`src/design/facorr_pkg.sv`:
```
// ----------------------------------------------------------------------------
// Full autocorrelation package
// Shared widths, constants and the tag carried alongside the multiply-
// accumulate pipeline.
// ----------------------------------------------------------------------------
package facorr_pkg;

    localparam int CFG_W  = 5;
    localparam int POS_W  = 5;
    localparam int CORR_W = 20;
    localparam int OUT_W  = 32;

    localparam logic [CFG_W-1:0]  CFG_RESET = 5'd16;
    localparam logic [CORR_W-1:0] CORR_MAX  = 20'hFFFFF;

    typedef struct packed {
        logic valid;
        logic first;
        logic last;
    } mac_tag_t;

endpackage

```
`src/design/full_autocorrelation_top.sv`:
```
// ----------------------------------------------------------------------------
// Full autocorrelation top level
// Loads a record of N samples, then streams the 2N-1 autocorrelation values.
//
//  Channel  Signals                   Contents
//  -------  ------------------------  ----------------------------------------
//  s_       tvalid tready tdata       tdata: sample
//  m_       tvalid tready tdata tlast tdata: position, corr_value; tlast: is_last
//  cfg_     wr_en wr_data             sample_count
//
//  Load: one sample per cycle while tready is high.
//  Sums: one product per cycle through the shared MAC, N(N+1)/2 per record.
//  Output: a new sum store read waits until the previous one is registered.
//  s_tready is low from the last sample of a record until its last result is
//  registered; a stalled sink holds the output register and the sequencer.
//  Reset leaves sample_count at 16 and the record empty.
// ----------------------------------------------------------------------------
module full_autocorrelation_top
    import facorr_pkg::*;
#(
    parameter int MAX_SAMPLES = 16,
    parameter int SAMPLE_BITS = 8
) (
    input  logic                                clk,
    input  logic                                rst_n,
    input  logic                                s_tvalid,
    output logic                                s_tready,
    input  logic [((SAMPLE_BITS+7)/8)*8-1:0]    s_tdata,   // [SAMPLE_BITS-1:0] sample
    output logic                                m_tvalid,
    input  logic                                m_tready,
    output logic [OUT_W-1:0]                    m_tdata,   // [4:0] position, [24:5] corr_value
    output logic                                m_tlast,
    input  logic                                cfg_wr_en,
    input  logic [CFG_W-1:0]                    cfg_wr_data
);

    localparam int AW = $clog2(MAX_SAMPLES);
    localparam int CW = $clog2(MAX_SAMPLES + 1);
    localparam int PW = $clog2(2 * MAX_SAMPLES);

    localparam logic [1:0] ST_LOAD      = 2'd0;
    localparam logic [1:0] ST_MAC_ISSUE = 2'd1;
    localparam logic [1:0] ST_MAC_DRAIN = 2'd2;
    localparam logic [1:0] ST_EMIT      = 2'd3;

    logic [1:0]             state_reg, state_next;
    logic [CFG_W-1:0]       cfg_count_reg;
    logic [AW-1:0]          loaded_reg, loaded_next;
    logic [AW-1:0]          i_reg, i_next;
    logic [AW-1:0]          y_reg, y_next;
    logic [AW-1:0]          wr_idx_reg, wr_idx_next;
    logic [PW-1:0]          p_reg, p_next;
    logic                   p_done_reg, p_done_next;
    logic                   pend_reg;
    logic                   pend_last_reg;
    logic [POS_W-1:0]       pend_pos_reg;
    logic                   out_valid_reg, out_valid_next;
    logic                   out_last_reg;
    logic [POS_W-1:0]       out_pos_reg;
    logic [CORR_W-1:0]      out_corr_reg;
    mac_tag_t               tag0, tag1_reg;

    logic [CW-1:0]          n_eff;
    logic [AW-1:0]          nm1;
    logic [PW-1:0]          pos_last;
    logic                   s_accept;
    logic                   mac_issue;
    logic                   emit_issue;
    logic [AW-1:0]          addr_b;
    logic [AW-1:0]          half_rd_addr;
    logic [SAMPLE_BITS-1:0] sample_a;
    logic [SAMPLE_BITS-1:0] sample_b;
    logic                   sum_valid;
    logic [CORR_W-1:0]      sum;
    logic [CORR_W-1:0]      half_rd_data;

    always_comb
    begin
        if (cfg_count_reg == '0)
        begin
            n_eff = CW'(1);
        end
        else if (32'(cfg_count_reg) > MAX_SAMPLES)
        begin
            n_eff = CW'(MAX_SAMPLES);
        end
        else
        begin
            n_eff = CW'(cfg_count_reg);
        end
    end

    assign nm1        = AW'(n_eff - CW'(1));
    assign pos_last   = PW'({nm1, 1'b0});
    assign s_tready   = (state_reg == ST_LOAD);
    assign s_accept   = s_tvalid && s_tready;
    assign mac_issue  = (state_reg == ST_MAC_ISSUE);
    assign emit_issue = (state_reg == ST_EMIT) && !p_done_reg && !pend_reg
                        && (!out_valid_reg || m_tready);
    assign addr_b     = y_reg + (nm1 - i_reg);
    assign half_rd_addr = (p_reg <= PW'(nm1)) ? p_reg[AW-1:0] : AW'(pos_last - p_reg);

    always_comb
    begin
        tag0.valid = mac_issue;
        tag0.first = (y_reg == '0);
        tag0.last  = (y_reg == i_reg);
    end

    always_comb
    begin
        state_next     = state_reg;
        loaded_next    = loaded_reg;
        i_next         = i_reg;
        y_next         = y_reg;
        wr_idx_next    = wr_idx_reg;
        p_next         = p_reg;
        p_done_next    = p_done_reg;
        out_valid_next = out_valid_reg;

        if (out_valid_reg && m_tready)
        begin
            out_valid_next = 1'b0;
        end
        if (pend_reg)
        begin
            out_valid_next = 1'b1;
        end

        if (sum_valid)
        begin
            wr_idx_next = wr_idx_reg + AW'(1);
        end

        unique case (state_reg)
            ST_LOAD:
            begin
                if (s_accept)
                begin
                    if (loaded_reg == nm1)
                    begin
                        loaded_next = '0;
                        i_next      = '0;
                        y_next      = '0;
                        state_next  = ST_MAC_ISSUE;
                    end
                    else
                    begin
                        loaded_next = loaded_reg + AW'(1);
                    end
                end
            end
            ST_MAC_ISSUE:
            begin
                if (y_reg == i_reg)
                begin
                    y_next = '0;
                    if (i_reg == nm1)
                    begin
                        i_next     = '0;
                        state_next = ST_MAC_DRAIN;
                    end
                    else
                    begin
                        i_next = i_reg + AW'(1);
                    end
                end
                else
                begin
                    y_next = y_reg + AW'(1);
                end
            end
            ST_MAC_DRAIN:
            begin
                if (sum_valid && (wr_idx_reg == nm1))
                begin
                    wr_idx_next = '0;
                    p_next      = '0;
                    p_done_next = 1'b0;
                    state_next  = ST_EMIT;
                end
            end
            ST_EMIT:
            begin
                if (emit_issue)
                begin
                    p_next = p_reg + PW'(1);
                    if (p_reg == pos_last)
                    begin
                        p_done_next = 1'b1;
                    end
                end
                if (pend_reg && pend_last_reg)
                begin
                    state_next = ST_LOAD;
                end
            end
            default:
            begin
                state_next = ST_LOAD;
            end
        endcase

        if (cfg_wr_en)
        begin
            loaded_next = '0;
        end
    end

    always_ff @(posedge clk or negedge rst_n)
    begin
        if (!rst_n)
        begin
            state_reg     <= ST_LOAD;
            cfg_count_reg <= CFG_RESET;
            loaded_reg    <= '0;
            i_reg         <= '0;
            y_reg         <= '0;
            wr_idx_reg    <= '0;
            p_reg         <= '0;
            p_done_reg    <= 1'b0;
            pend_reg      <= 1'b0;
            out_valid_reg <= 1'b0;
            tag1_reg      <= '0;
        end
        else
        begin
            state_reg     <= state_next;
            loaded_reg    <= loaded_next;
            i_reg         <= i_next;
            y_reg         <= y_next;
            wr_idx_reg    <= wr_idx_next;
            p_reg         <= p_next;
            p_done_reg    <= p_done_next;
            pend_reg      <= emit_issue;
            out_valid_reg <= out_valid_next;
            tag1_reg      <= tag0;
            if (cfg_wr_en)
            begin
                cfg_count_reg <= cfg_wr_data;
            end
        end
    end

    always_ff @(posedge clk)
    begin
        if (emit_issue)
        begin
            pend_pos_reg  <= POS_W'(p_reg);
            pend_last_reg <= (p_reg == pos_last);
        end
        if (pend_reg)
        begin
            out_pos_reg  <= pend_pos_reg;
            out_last_reg <= pend_last_reg;
            out_corr_reg <= half_rd_data;
        end
    end

    facorr_ram #(
        .WIDTH (SAMPLE_BITS),
        .DEPTH (MAX_SAMPLES)
    ) u_store_a (
        .clk     (clk),
        .wr_en   (s_accept),
        .wr_addr (loaded_reg),
        .wr_data (s_tdata[SAMPLE_BITS-1:0]),
        .rd_en   (mac_issue),
        .rd_addr (y_reg),
        .rd_data (sample_a)
    );

    facorr_ram #(
        .WIDTH (SAMPLE_BITS),
        .DEPTH (MAX_SAMPLES)
    ) u_store_b (
        .clk     (clk),
        .wr_en   (s_accept),
        .wr_addr (loaded_reg),
        .wr_data (s_tdata[SAMPLE_BITS-1:0]),
        .rd_en   (mac_issue),
        .rd_addr (addr_b),
        .rd_data (sample_b)
    );

    facorr_mac #(
        .SAMPLE_BITS (SAMPLE_BITS)
    ) u_mac (
        .clk       (clk),
        .rst_n     (rst_n),
        .tag_in    (tag1_reg),
        .op_a      (sample_a),
        .op_b      (sample_b),
        .sum_valid (sum_valid),
        .sum       (sum)
    );

    facorr_ram #(
        .WIDTH (CORR_W),
        .DEPTH (MAX_SAMPLES)
    ) u_half (
        .clk     (clk),
        .wr_en   (sum_valid),
        .wr_addr (wr_idx_reg),
        .wr_data (sum),
        .rd_en   (emit_issue),
        .rd_addr (half_rd_addr),
        .rd_data (half_rd_data)
    );

    assign m_tvalid = out_valid_reg;
    assign m_tlast  = out_last_reg;
    assign m_tdata  = OUT_W'({out_corr_reg, out_pos_reg});

    a_sum_in_mac: assert property (@(posedge clk) disable iff (!rst_n)
        sum_valid |-> (state_reg == ST_MAC_ISSUE || state_reg == ST_MAC_DRAIN))
        else $error("sum completed outside the accumulate phase");

    a_sum_index: assert property (@(posedge clk) disable iff (!rst_n)
        sum_valid |-> (wr_idx_reg <= nm1))
        else $error("sum store index beyond record length");

    a_pend_in_emit: assert property (@(posedge clk) disable iff (!rst_n)
        pend_reg |-> (state_reg == ST_EMIT))
        else $error("result read pending outside the output phase");

    a_pend_slot_free: assert property (@(posedge clk) disable iff (!rst_n)
        pend_reg |-> (!out_valid_reg || m_tready))
        else $error("result read would overwrite an unconsumed result");

    a_last_returns: assert property (@(posedge clk) disable iff (!rst_n)
        (pend_reg && pend_last_reg) |=> (state_reg == ST_LOAD) && m_tvalid && m_tlast)
        else $error("final result did not close the record");

endmodule

```
`src/design/facorr_ram.sv`:
```
// ----------------------------------------------------------------------------
// Generic RAM
// One write port and one read port with registered read data.
// ----------------------------------------------------------------------------
module facorr_ram #(
    parameter int WIDTH = 8,
    parameter int DEPTH = 16
) (
    input  logic                     clk,
    input  logic                     wr_en,
    input  logic [$clog2(DEPTH)-1:0] wr_addr,
    input  logic [WIDTH-1:0]         wr_data,
    input  logic                     rd_en,
    input  logic [$clog2(DEPTH)-1:0] rd_addr,
    output logic [WIDTH-1:0]         rd_data
);

    logic [WIDTH-1:0] mem [DEPTH];

    always_ff @(posedge clk)
    begin
        if (wr_en)
        begin
            mem[wr_addr] <= wr_data;
        end
        if (rd_en)
        begin
            rd_data <= mem[rd_addr];
        end
    end

endmodule

```
`src/design/facorr_mac.sv`:
```
// ----------------------------------------------------------------------------
// Full autocorrelation multiply-accumulate unit
// Registered product, then a saturating accumulate; a sum is reported on the
// last term of each lag.
// ----------------------------------------------------------------------------
module facorr_mac
    import facorr_pkg::*;
#(
    parameter int SAMPLE_BITS = 8
) (
    input  logic                   clk,
    input  logic                   rst_n,
    input  mac_tag_t               tag_in,
    input  logic [SAMPLE_BITS-1:0] op_a,
    input  logic [SAMPLE_BITS-1:0] op_b,
    output logic                   sum_valid,
    output logic [CORR_W-1:0]      sum
);

    localparam int PROD_W = 2 * SAMPLE_BITS;
    localparam int SUM_W  = ((PROD_W > CORR_W) ? PROD_W : CORR_W) + 1;

    mac_tag_t           tag_reg;
    logic [PROD_W-1:0]  prod_reg;
    logic [CORR_W-1:0]  acc_reg;
    logic [CORR_W-1:0]  acc_base;
    logic [SUM_W-1:0]   sum_wide;
    logic [CORR_W-1:0]  acc_next;

    always_comb
    begin
        acc_base = tag_reg.first ? '0 : acc_reg;
        sum_wide = SUM_W'(acc_base) + SUM_W'(prod_reg);
        acc_next = (sum_wide > SUM_W'(CORR_MAX)) ? CORR_MAX : sum_wide[CORR_W-1:0];
    end

    always_ff @(posedge clk or negedge rst_n)
    begin
        if (!rst_n)
        begin
            tag_reg <= '0;
        end
        else
        begin
            tag_reg <= tag_in;
        end
    end

    always_ff @(posedge clk)
    begin
        prod_reg <= op_a * op_b;
        if (tag_reg.valid)
        begin
            acc_reg <= acc_next;
        end
    end

    assign sum_valid = tag_reg.valid && tag_reg.last;
    assign sum       = acc_next;

endmodule
```
`config.mk`:
```
export PLATFORM = sky130hd
export DESIGN_NAME = full_autocorrelation_top
export DESIGN_NICKNAME = d
export VERILOG_FILES = /design/src/design/facorr_pkg.sv /design/src/design/full_autocorrelation_top.sv /design/src/design/facorr_ram.sv /design/src/design/facorr_mac.sv
export SDC_FILE = /design/constraint.sdc
export NUM_CORES = 1
export LEC_CHECK = 0
export BUFFER_PORTS_ARGS = -buffer_cell sky130_fd_sc_hd__buf_2
export CAP_MARGIN = 5
export CORE_MARGIN = 5
export CORE_UTILIZATION = 30
export DETAILED_ROUTE_END_ITERATION = 10
export PLACE_DENSITY = 0.53
export SLEW_MARGIN = 25
export SYNTH_ARGS = -nofsm -noshare
export SYNTH_HDL_FRONTEND = slang
export SYNTH_SLANG_ARGS = --single-unit
```
`constraint.sdc`:
```
create_clock -name clk -period 6.87 [get_ports clk]
set_input_delay 1.0305 -clock clk [delete_from_list [all_inputs] [get_ports clk]]
set_output_delay 1.0305 -clock clk [all_outputs]
set_load 0.01 [all_outputs]
```
==> results of run 1 <==
-- layer usage --
| metal | part of all wire | global-route usage | wire [µm] | up-vias |
|---|---|---|---|---|
| met5 | 0 | 0 | 0 | - |
| met4 | 0.020 | 0.03048 | 1161 | 0 |
| met3 | 0.038 | 0.02246 | 2262 | 79 |
| met2 | 0.51 | 0.2163 | 30110 | 258 |
| met1 | 0.43 | 0.1633 | 25580 | 7068 |
| li1 | - | - | - | 6129 |
-- cell type report --
type	instances	area [µm²]
fillers	8251	57710
flip-flops and latches	589	17350
multi-input cells	806	8941
clock buffers	82	1753
well taps	1165	1458
clock inverters	39	469.2
repair buffers	72	459.2
inverters	97	364.1
diodes	3	7.507
-- cell families (layout without fill, tap and decap cells) --
kind of cell,count (synthesis),count (layout),synth area share
flops,589,589,0.6475
simple gates,270,270,0.05321
mux,233,233,0.1586
buf+inv,158,290,0.02354
compound gates,126,126,0.03093
fa+ha+maj,123,123,0.06895
xor+xnor,47,47,0.01710
other cells,1,10,0.0001400
-- synthesized netlist by cell type, types with 3 or more instances --
cell,count
clkbuf_1,39
mux2i_1,73
o21bai_1,3
nor3b_1,3
dfrtp_1,36
nand2_1,71
edfxtp_1,536
o211ai_1,4
nor3_1,11
buf_4,7
o31ai_1,6
inv_1,96
or3_1,5
nor2b_1,32
xor2_1,19
a211oi_1,10
fa_1,41
nand2b_1,7
o21a_1,10
a21o_1,8
nand4_1,5
nand3_1,14
buf_1,6
dfxtp_1,16
ha_1,82
a21oi_1,35
buf_2,9
mux2_2,7
and2_1,66
or4_1,3
o21ai_0,29
a21boi_0,3
xnor2_1,25
mux4_2,152
and3_1,9
nor2_1,35
-- power groups by stage --
| stage | Clock [mW] | Combinational [mW] | Sequential, mW |
|---|---|---|---|
| 6_report | 3.55 | 7.19 | 5.36 |
| 5_1_grt | 3.81 | 8.18 | 5.41 |
| 4_1_cts | 3.65 | 7.35 | 5.37 |
| 3_5_place_dp | 0 | 7.30 | 5.44 |
| 3_3_place_gp | 0 | 7.20 | 5.43 |
| 2_1_floorplan | 0 | 5.48 | 5.33 |
-- worst max path at each step --
stage | start | end | slack [ns] | cells past startpoint
after CTS | cfg_count_reg[2] | u_store_b.rd_data[3] | 2.19 | 11
after detailed placement | cfg_count_reg[1] | u_half.rd_data[3] | 2.25 | 15
after global routing | cfg_count_reg[1] | u_store_b.rd_data[3] | 1.92 | 11
after global placement | cfg_count_reg[4] | u_half.rd_data[1] | 1.98 | 13
final | cfg_count_reg[2] | u_store_b.rd_data[3] | 2.24 | 11
after floorplan | u_store_a.rd_data[3] | u_mac.prod_reg[14] | 2.81 | 13
-- worst reg2reg max path, stage by stage, from the launching register on --
cell and delay [ns]:
dfrtp_1 0.39, nor3_1 0.06, o21ai_1 0.58, ha_1 0.37, inv_1 0.13, fa_1 0.54
inv_1 0.06, fa_2 1.23, mux4_2 0.48, nor2b_1 0.15, a211oi_1 0.22, a21oi_1 0.10
==> impl_metrics.toml, run 1 <==
[outcome]
status = "finished, final reports clean"

[clock_network]
cts_tree = "built"
clkTransAtPathRegs_ns = 0.06
cts_resized = 0
clk_latency_ns = 0.63
hold_buffers = 0
postCtsSetupBuffers = 0
cts_root_buf = "clkbuf_16"
cts.sinks = 589
numCtsBuffers = 67
htree_levels = 3
clockBufferDepth = 3

[finish]
syn_to_final_growth_pct = 15.00
final_core_util = 0.3480
layout_common_cells = "edfxtp_1 (536), mux4_2 (152), inv_1 (96)"
largest_register_ffs = 320
fin_area_um2 = 30800
layout.cells.non_filler = 2853
top_register = "u_half.mem"
reg_top3 = "u_half.mem: 320 flops, u_store_b.mem: 88 flops, u_store_a.mem: 40 flops"
drive_gt1_frac = 0.2208
nNetsFinal = 1774
final_common_cell = "edfxtp_1"

[global_routing]
grt_use_total = 0.1246
antenna_found_initial = 1
grt_pass1_vias = 14451
grt_pass1_wl_um = 90830
grt_max_degree = 50
grt-ovfl-total = 0

[power]
ir_drop_uv = 490.8
p_per_area_nw_per_um2 = 522.6
total_power_mw = 16.10
intPower_mw = 10.29
p_seq_frac = 0.333
leakagePower_nw = 10.73
combPwrFrac = 0.447
switching_power_mw = 5.806
p_clk_frac = 0.220
p_sw_frac = 0.3607

[floorplanning]
ios = 53
dieArea_um2 = 95350
dieHeight_um = 308.8
die_w_um = 308.8
num_rows = 109
initial_core_util = 0.3026
coreArea_um2 = 88510

[setup_path]
crit_required_ns = 7.17
critPathMostFrequentCell = "inv_1"
path_cells = "nor3_1 -> o21ai_1 -> ha_1 -> inv_1 -> fa_1 -> inv_1 -> fa_2 -> mux4_2 -> nor2b_1 -> a211oi_1 -> a21oi_1"
cp.buffers_inverters = 2
crit_family = "adder cells"
r2r_setup_slack_ns = 2.24
cp_max_fo = 32
r2r_end = "u_store_b.rd_data[3]"
critical_path_class = "flip-flop to flip-flop"
cp_slowest_cell = "fa_2"
slowest_delay_ns = 1.23
arrival_ns = 4.94
r2r_start = "cfg_count_reg[2]"
endpoint_kind = "flip-flop"
r2r.worst_path.cells = 11
start_kind = "flip-flop"

[synthesis]
post-synth-top-area-fraction = 0.6010
synth-edff-count = 536
synth-warning-count = 0
yosysSeqAreaShare = 0.6475
synthArstFlopShare = 0.06282
avgSynthCellArea_um2 = 17.31
synthesis.area_um2 = 26780
synthesis.instances = 1547
yosys.area.top_type = "edfxtp_1"
synth_cell_types = 63
netlist_top_cells_area = "edfxtp_1 (60%), mux4_2 (13%), ha_1 (3.8%)"
synth_ff_type = "edfxtp_1"
synth-seq-cells = 589

[sta]
period_share = 0.6742
finalWorstSetupSlack_ns = 2.238
tightestPinTransition_ns = 1.059
min_period_ns = 4.632
setup_viol = 0
setup_tns_ns = 0
rsz0062_at_grt = "no"
hold_viol_final = 0
clock.fmax_ghz = 0.2159
slew_viol_final = 0
hold_ws_ns = 0.3518
clock_skew_ns = 0.05342
relSlewSlack = 0.2940

[placement]
hpwl_um = 35330
placed_cell_area_um2 = 28560
place_congestion = 0.7585
placed_cells = 2729
place_ws_ns = 2.247
io_buffer_count = 45

[route]
first_pass_iters = 5
drc = 0
wl_um = 59110
ant_nets = 0
dr.first_iter.drc_count = 877
wire_per_inst_um = 20.72
via_count = 13534
vias_per_cell = 4.744

[min_path]
hp-start = "tag1_reg[2]"
hold_depth = 0
min_to = "u_mac.tag_reg[2]"
hp-class = "flip-flop to flip-flop"

[run]
drv_cap = 0
Note: power is estimated with default switching activity, not from simulation.
==> inputs of run 2 (changes only) <==
- PLACE_DENSITY: 0.53 -> 0.55
- clock period: 6.87 -> 4.23 ns (I/O delays scaled with it)
==> run 2 against run 1 <==
Net effect: combinational power grew 79%; clock skew is essentially flat; final cell count grew 1.4%; critical path depth grew 3; flip-flop and latch count is the same; design area grew 1.1%; fmax grew 11%; clock-buffer cell count grew 2; sequential share of layout area shrank 0.62 points; non-clock buffer count grew 43; critical endpoint is now u_mac.prod_reg[14]; largest cell class unchanged; largest power group unchanged; highest routed layer unchanged.
==> impl_metrics.toml, run 2 (synthesis results as in run 1) <==
[setup_path]
path_cells = "buf_6 -> and2_1 -> fa_2 -> ha_1 -> inv_1 -> fa_1 -> fa_1 -> inv_1 -> ha_4 -> nor2b_2 -> or4_4 -> a41o_1 -> o211ai_1 -> xnor2_1"
cp_max_fo = 5
slowest_delay_ns = 0.55
endpoint_kind = "flip-flop"
arrival_ns = 4.65
crit_required_ns = 4.72
critical_path_class = "flip-flop to flip-flop"
start_kind = "flip-flop"
cp_slowest_cell = "fa_1"

[global_routing]
gr-usage-met2 = 0.2104
grt_max_degree = 46
busiest_layer = "met2"
grt-ovfl-total = 0
grt_pass1_wl_um = 88020
antenna_found_initial = 0
grt_pass1_vias = 14510
use_met3 = 0.02136
grtUsageMet1 = 0.1563
grt_use_total = 0.1195

[clock_network]
clkTransAtPathRegs_ns = 0.06
clockBufferDepth = 3
clk_latency_ns = 0.62
htree_levels = 3
cts_tree = "built"
cts_root_buf = "clkbuf_16"
numCtsBuffers = 66
cts.sinks = 589

[floorplanning]
die_w_um = 308.8
ios = 53
coreArea_um2 = 88510
dieArea_um2 = 95350
dieHeight_um = 308.8
initial_core_util = 0.3026
num_rows = 109

[placement]
io_buffer_count = 45
placed_cells = 2767
hpwl_um = 35300
place_ws_ns = -0.06145
placed_cell_area_um2 = 28840
place_congestion = 0.7766

[finish]
nNetsFinal = 1816
largest_register_ffs = 320
syn_to_final_growth_pct = 16.28
fin_area_um2 = 31140
reg_top3 = "u_half.mem: 320 flops, u_store_b.mem: 88 flops, u_store_a.mem: 40 flops"
top_register = "u_half.mem"
layout_common_cells = "edfxtp_1 (536), mux4_2 (152), inv_1 (94)"
final_common_cell = "edfxtp_1"
multi_input_area_um2 = 8972
diodes = 0
layout.cells.non_filler = 2893
drive_gt1_frac = 0.2378
seq_area_um2 = 17350
fill_cells = 8302

[power]
p_per_area_nw_per_um2 = 867.2
total_power_mw = 27.01
leakagePower_nw = 10.93
ir_drop_uv = 852.2

[min_path]
hp-class = "input port to asynchronous set/reset pin"

[sta]
setup_viol = 0
slew_viol_final = 0
finalWorstSetupSlack_ns = 0.06833
min_period_ns = 4.162
relSlewSlack = 0.3396
rsz0062_at_grt = "yes"
clock.fmax_ghz = 0.2403
period_share = 0.9838
clock_skew_ns = 0.05312
hold_viol_final = 0
tightestPinTransition_ns = 0.9870

[outcome]
status = "finished, final reports clean"

[route]
drc = 0
dr.first_iter.drc_count = 970
wl_um = 57120
vias_per_cell = 4.741
wire_per_inst_um = 19.74
via_count = 13717
first_pass_iters = 5
ant_nets = 0

[run]
drv_cap = 0
-- run 2: changes by cell type in the layout (fill, tap and decap cells not counted), moves of 5 or more --
cell,before,now
and2_1,54,64
clkinv_1,15,8
clkinv_2,7,12
buf_12,1,6
nor2_2,9,1
nor2_1,26,34
and2_2,12,0
buf_4,22,60
-- run 2: final cells by class --
| cell class | instances | area share |
|---|---|---|
| clock buffers | 84 | 0.05617 |
| inverters | 97 | 0.01169 |
| well taps | 1165 | 0.04681 |
| clock inverters | 37 | 0.01213 |
| multi-input cells | 806 | 0.2881 |
| repair buffers | 115 | 0.02804 |
| flip-flops and latches | 589 | 0.5571 |
-- run 2: where the power goes --
| part | switching (mW) | internal, mW | leakage (nW) |
|---|---|---|---|
| combinational | 6.98 | 5.89 | 4.44 |
| sequential | 0.394 | 8.23 | 5.48 |
| clock | 2.39 | 3.12 | 1.02 |
| total | 9.77 | 17.2 | 10.9 |
-- run 2: per-stage QoR --
step | TNS, ns | hold slack [ns] | util
5_1_grt | -0.2455 | 0.2032 | 0.3518
3_5_place_dp | -0.1481 | 0.3356 | 0.3258
3_3_place_gp | 0 | 0.3316 | 0.3258
6_report | 0 | 0.1442 | 0.3518
2_1_floorplan | 0 | 0.3312 | -
4_1_cts | 0 | 0.1372 | 0.3500
-- run 2: critical path, delay by kind of cell (launching register included) --
kind                     cells  cell delay, ns
XOR/XNOR                     1            0.09
flip-flops                   1            0.48
buffers and inverters        3            0.31
AND/OR/NAND/NOR              3            0.84
adder cells (fa/ha/maj)      5            1.91
AO/OA/AOI/OAI                2            0.45
-- run 2: per-layer routing --
layer / share of wire / wire, µm / vias up
met5: 0 / 0 / -
met4: 0.016 / 902 / 0
met3: 0.044 / 2528 / 65
met2: 0.51 / 28990 / 280
met1: 0.43 / 24700 / 7164
li1: - / - / 6208
-- run 2: final timing paths --
| path | start | end | slack [ns] | cells past startpoint |
|---|---|---|---|---|
| min in group clk | cfg_wr_data[4] | cfg_count_reg[4] | 0.26 | 3 |
| worst max register to register | u_store_b.rd_data[2] | u_mac.prod_reg[14] | 0.07 | 14 |
| worst max-delay path | u_store_b.rd_data[2] | u_mac.prod_reg[14] | 0.07 | 14 |
| max in group asynchronous | rst_n | p_reg[0] | 3.47 | 1 |
| worst min-delay path | rst_n | p_reg[2] | 0.14 | 1 |
| worst min register to register | tag1_reg[2] | u_mac.tag_reg[2] | 0.35 | 0 |
-- run 2: repair_timing --
| action | CTS | global route |
|---|---|---|
| pin swaps | 0 | 15 |
| setup endpoints to repair | 3 | 11 |
| hold buffers | 0 | 0 |
| setup buffers | 1 | 2 |
| resized for setup | 2 | 20 |
==> inputs of run 3 (changes only) <==
- CORE_UTILIZATION: 30 -> 40
- PLACE_DENSITY: 0.55 -> not set
- PLACE_DENSITY_LB_ADDON: not set -> 0.15
==> run 3 against run 2 <==
Net effect: clock skew is 0.027 ns lower; register-to-register slack better by 0.03 ns; final cell count down 10%; fmax rose by 0.76%; non-clock buffer count is 13 higher; design area fell by 0.97%; flip-flop and latch count did not move; clock power increased by 1%; setup slack better by 0.032 ns; critical endpoint unchanged; highest routed layer unchanged.
==> impl_metrics.toml, run 3 (synthesis results as in run 1) <==
[outcome]
status = "finished, final reports clean"

[power]
p_clk_frac = 0.204
p_per_area_nw_per_um2 = 885.0
leakagePower_nw = 11.02
total_power_mw = 27.29
ir_drop_uv = 1000
intPower_mw = 17.42
p_sw_frac = 0.3616
combPwrFrac = 0.480
switching_power_mw = 9.868
p_seq_frac = 0.316

[placement]
place_congestion = 0.7889
place_ws_ns = -0.02925
io_buffer_count = 45
hpwl_um = 36700

[finish]
syn_to_final_growth_pct = 15.15
top_register = "u_half.mem"
largest_register_ffs = 320
nNetsFinal = 1830
drive_gt1_frac = 0.2388
final_core_util = 0.4666
reg_top3 = "u_half.mem: 320 flops, u_store_b.mem: 88 flops, u_store_a.mem: 40 flops"
layout_common_cells = "edfxtp_1 (536), mux4_2 (152), inv_1 (96)"
diodes = 0
final_common_cell = "edfxtp_1"

[setup_path]
critical_path_class = "flip-flop to flip-flop"
slowest_delay_ns = 0.54
crit_required_ns = 4.72
critPathMostFrequentCell = "fa_1"
endpoint_kind = "flip-flop"
arrival_ns = 4.62
start_kind = "flip-flop"
cp_slowest_cell = "fa_1"
path_cells = "buf_4 -> nand2_1 -> fa_1 -> fa_1 -> inv_1 -> fa_1 -> inv_1 -> fa_1 -> inv_1 -> ha_4 -> or4_4 -> a41o_1 -> o211ai_1 -> xnor2_1"
cp_max_fo = 6

[route]
dr.first_iter.drc_count = 788
first_pass_iters = 5
via_count = 13820
wire_per_inst_um = 22.90
vias_per_cell = 5.319
wl_um = 59490
drc = 0
ant_nets = 0

[global_routing]
grt_pass1_vias = 14655
grt-ovfl-total = 0
grt_pass1_wl_um = 90360
antenna_found_initial = 0
grt_max_degree = 87
grt_use_total = 0.1662

[clock_network]
cts_root_buf = "clkbuf_16"
cts.sinks = 589
cts_tree = "built"
numCtsBuffers = 67
hold_buffers = 0
clk_latency_ns = 0.61
clkTransAtPathRegs_ns = 0.06
htree_levels = 3
clockBufferDepth = 3

[floorplanning]
dieArea_um2 = 72230
ios = 53
die_w_um = 268.8
dieHeight_um = 268.8
num_rows = 94
initial_core_util = 0.4052
coreArea_um2 = 66100

[min_path]
hp-class = "input port to asynchronous set/reset pin"

[sta]
clock_skew_ns = 0.02622
setup_viol = 0
rsz0062_at_grt = "yes"
relSlewSlack = 0.3353
period_share = 0.9764
clock.fmax_ghz = 0.2421
tightestPinTransition_ns = 0.9970
hold_viol_final = 0
min_period_ns = 4.130
slew_viol_final = 0
finalWorstSetupSlack_ns = 0.09987

[run]
drv_cap = 0
## run 3: cell types whose count changed in the layout (fill, tap and decap cells not counted), sizes merged
cell      delta
buf         +13
clkbuf       -7
clkinvlp     -6
bufinv       +2
clkinv       +2
inv          +2
## run 3: timing repair
action,CTS,global route
resized for setup,3,11
pin swaps,0,10
hold endpoints to repair,0,0
buffers inserted,3,3
endpoints found under the setup margin,2,5
## run 3: path summary, 6_finish.rpt
path / to / cells past startpoint / slack (ns) / from
max reg2reg: u_mac.prod_reg[14] / 14 / 0.1 / u_store_b.rd_data[4]
min reg2reg: u_mac.tag_reg[0] / 0 / 0.35 / tag1_reg[0]
max: u_mac.prod_reg[14] / 14 / 0.1 / u_store_b.rd_data[4]
min in group clk: cfg_count_reg[4] / 3 / 0.24 / cfg_wr_data[4]
min: p_reg[0] / 1 / 0.14 / rst_n
max in group asynchronous: p_reg[0] / 1 / 3.46 / rst_n
## run 3: stage by stage
stage               area, µm²  hold slack [ns]  TNS [ns]  cells
CTS                     30740           0.1555         0   2595
global placement        28580           0.3329  -0.01738   2478
detailed placement      28590           0.3358  -0.05882   2478
global route            30840           0.2120  -0.06066   2598
finish                  30840           0.1400         0   2598
floorplan               26810           0.3312         0   1553
## run 3: final cells by class
class	instances	area, µm²
fill	5654	35260
sequential	589	17350
multi-input combinational	806	8979
clock buffer	77	1767
tap	864	1081
timing repair buffer	128	952.2
inverter	97	364.1
clock inverter	37	349.1
## run 3: per-layer routing
metal,vias to the layer above,part of all wire,track usage
met5,-,0,0
met4,0,0.020,0.04063
met3,83,0.037,0.02500
met2,256,0.52,0.2953
met1,7226,0.43,0.2169
li1,6255,-,-
## run 3: power groups by stage
| stage | clock network [mW] | registers, mW | logic, mW |
|---|---|---|---|
| floorplan | 0 | 8.66 | 8.89 |
| global placement | 0 | 8.73 | 12.6 |
| detailed placement | 0 | 8.75 | 12.7 |
| CTS | 5.74 | 8.64 | 12.8 |
| global route | 5.97 | 8.71 | 14.8 |
| finish | 5.58 | 8.62 | 13.1 |
## run 3: worst max-delay path: cells and delay by family (launching register included)
family          cells  cell delay (ns)
flops               1             0.46
compound gates      2             0.44
fa+ha+maj           5             2.13
xor+xnor            1             0.09
buf+inv             4             0.31
simple gates        2             0.59
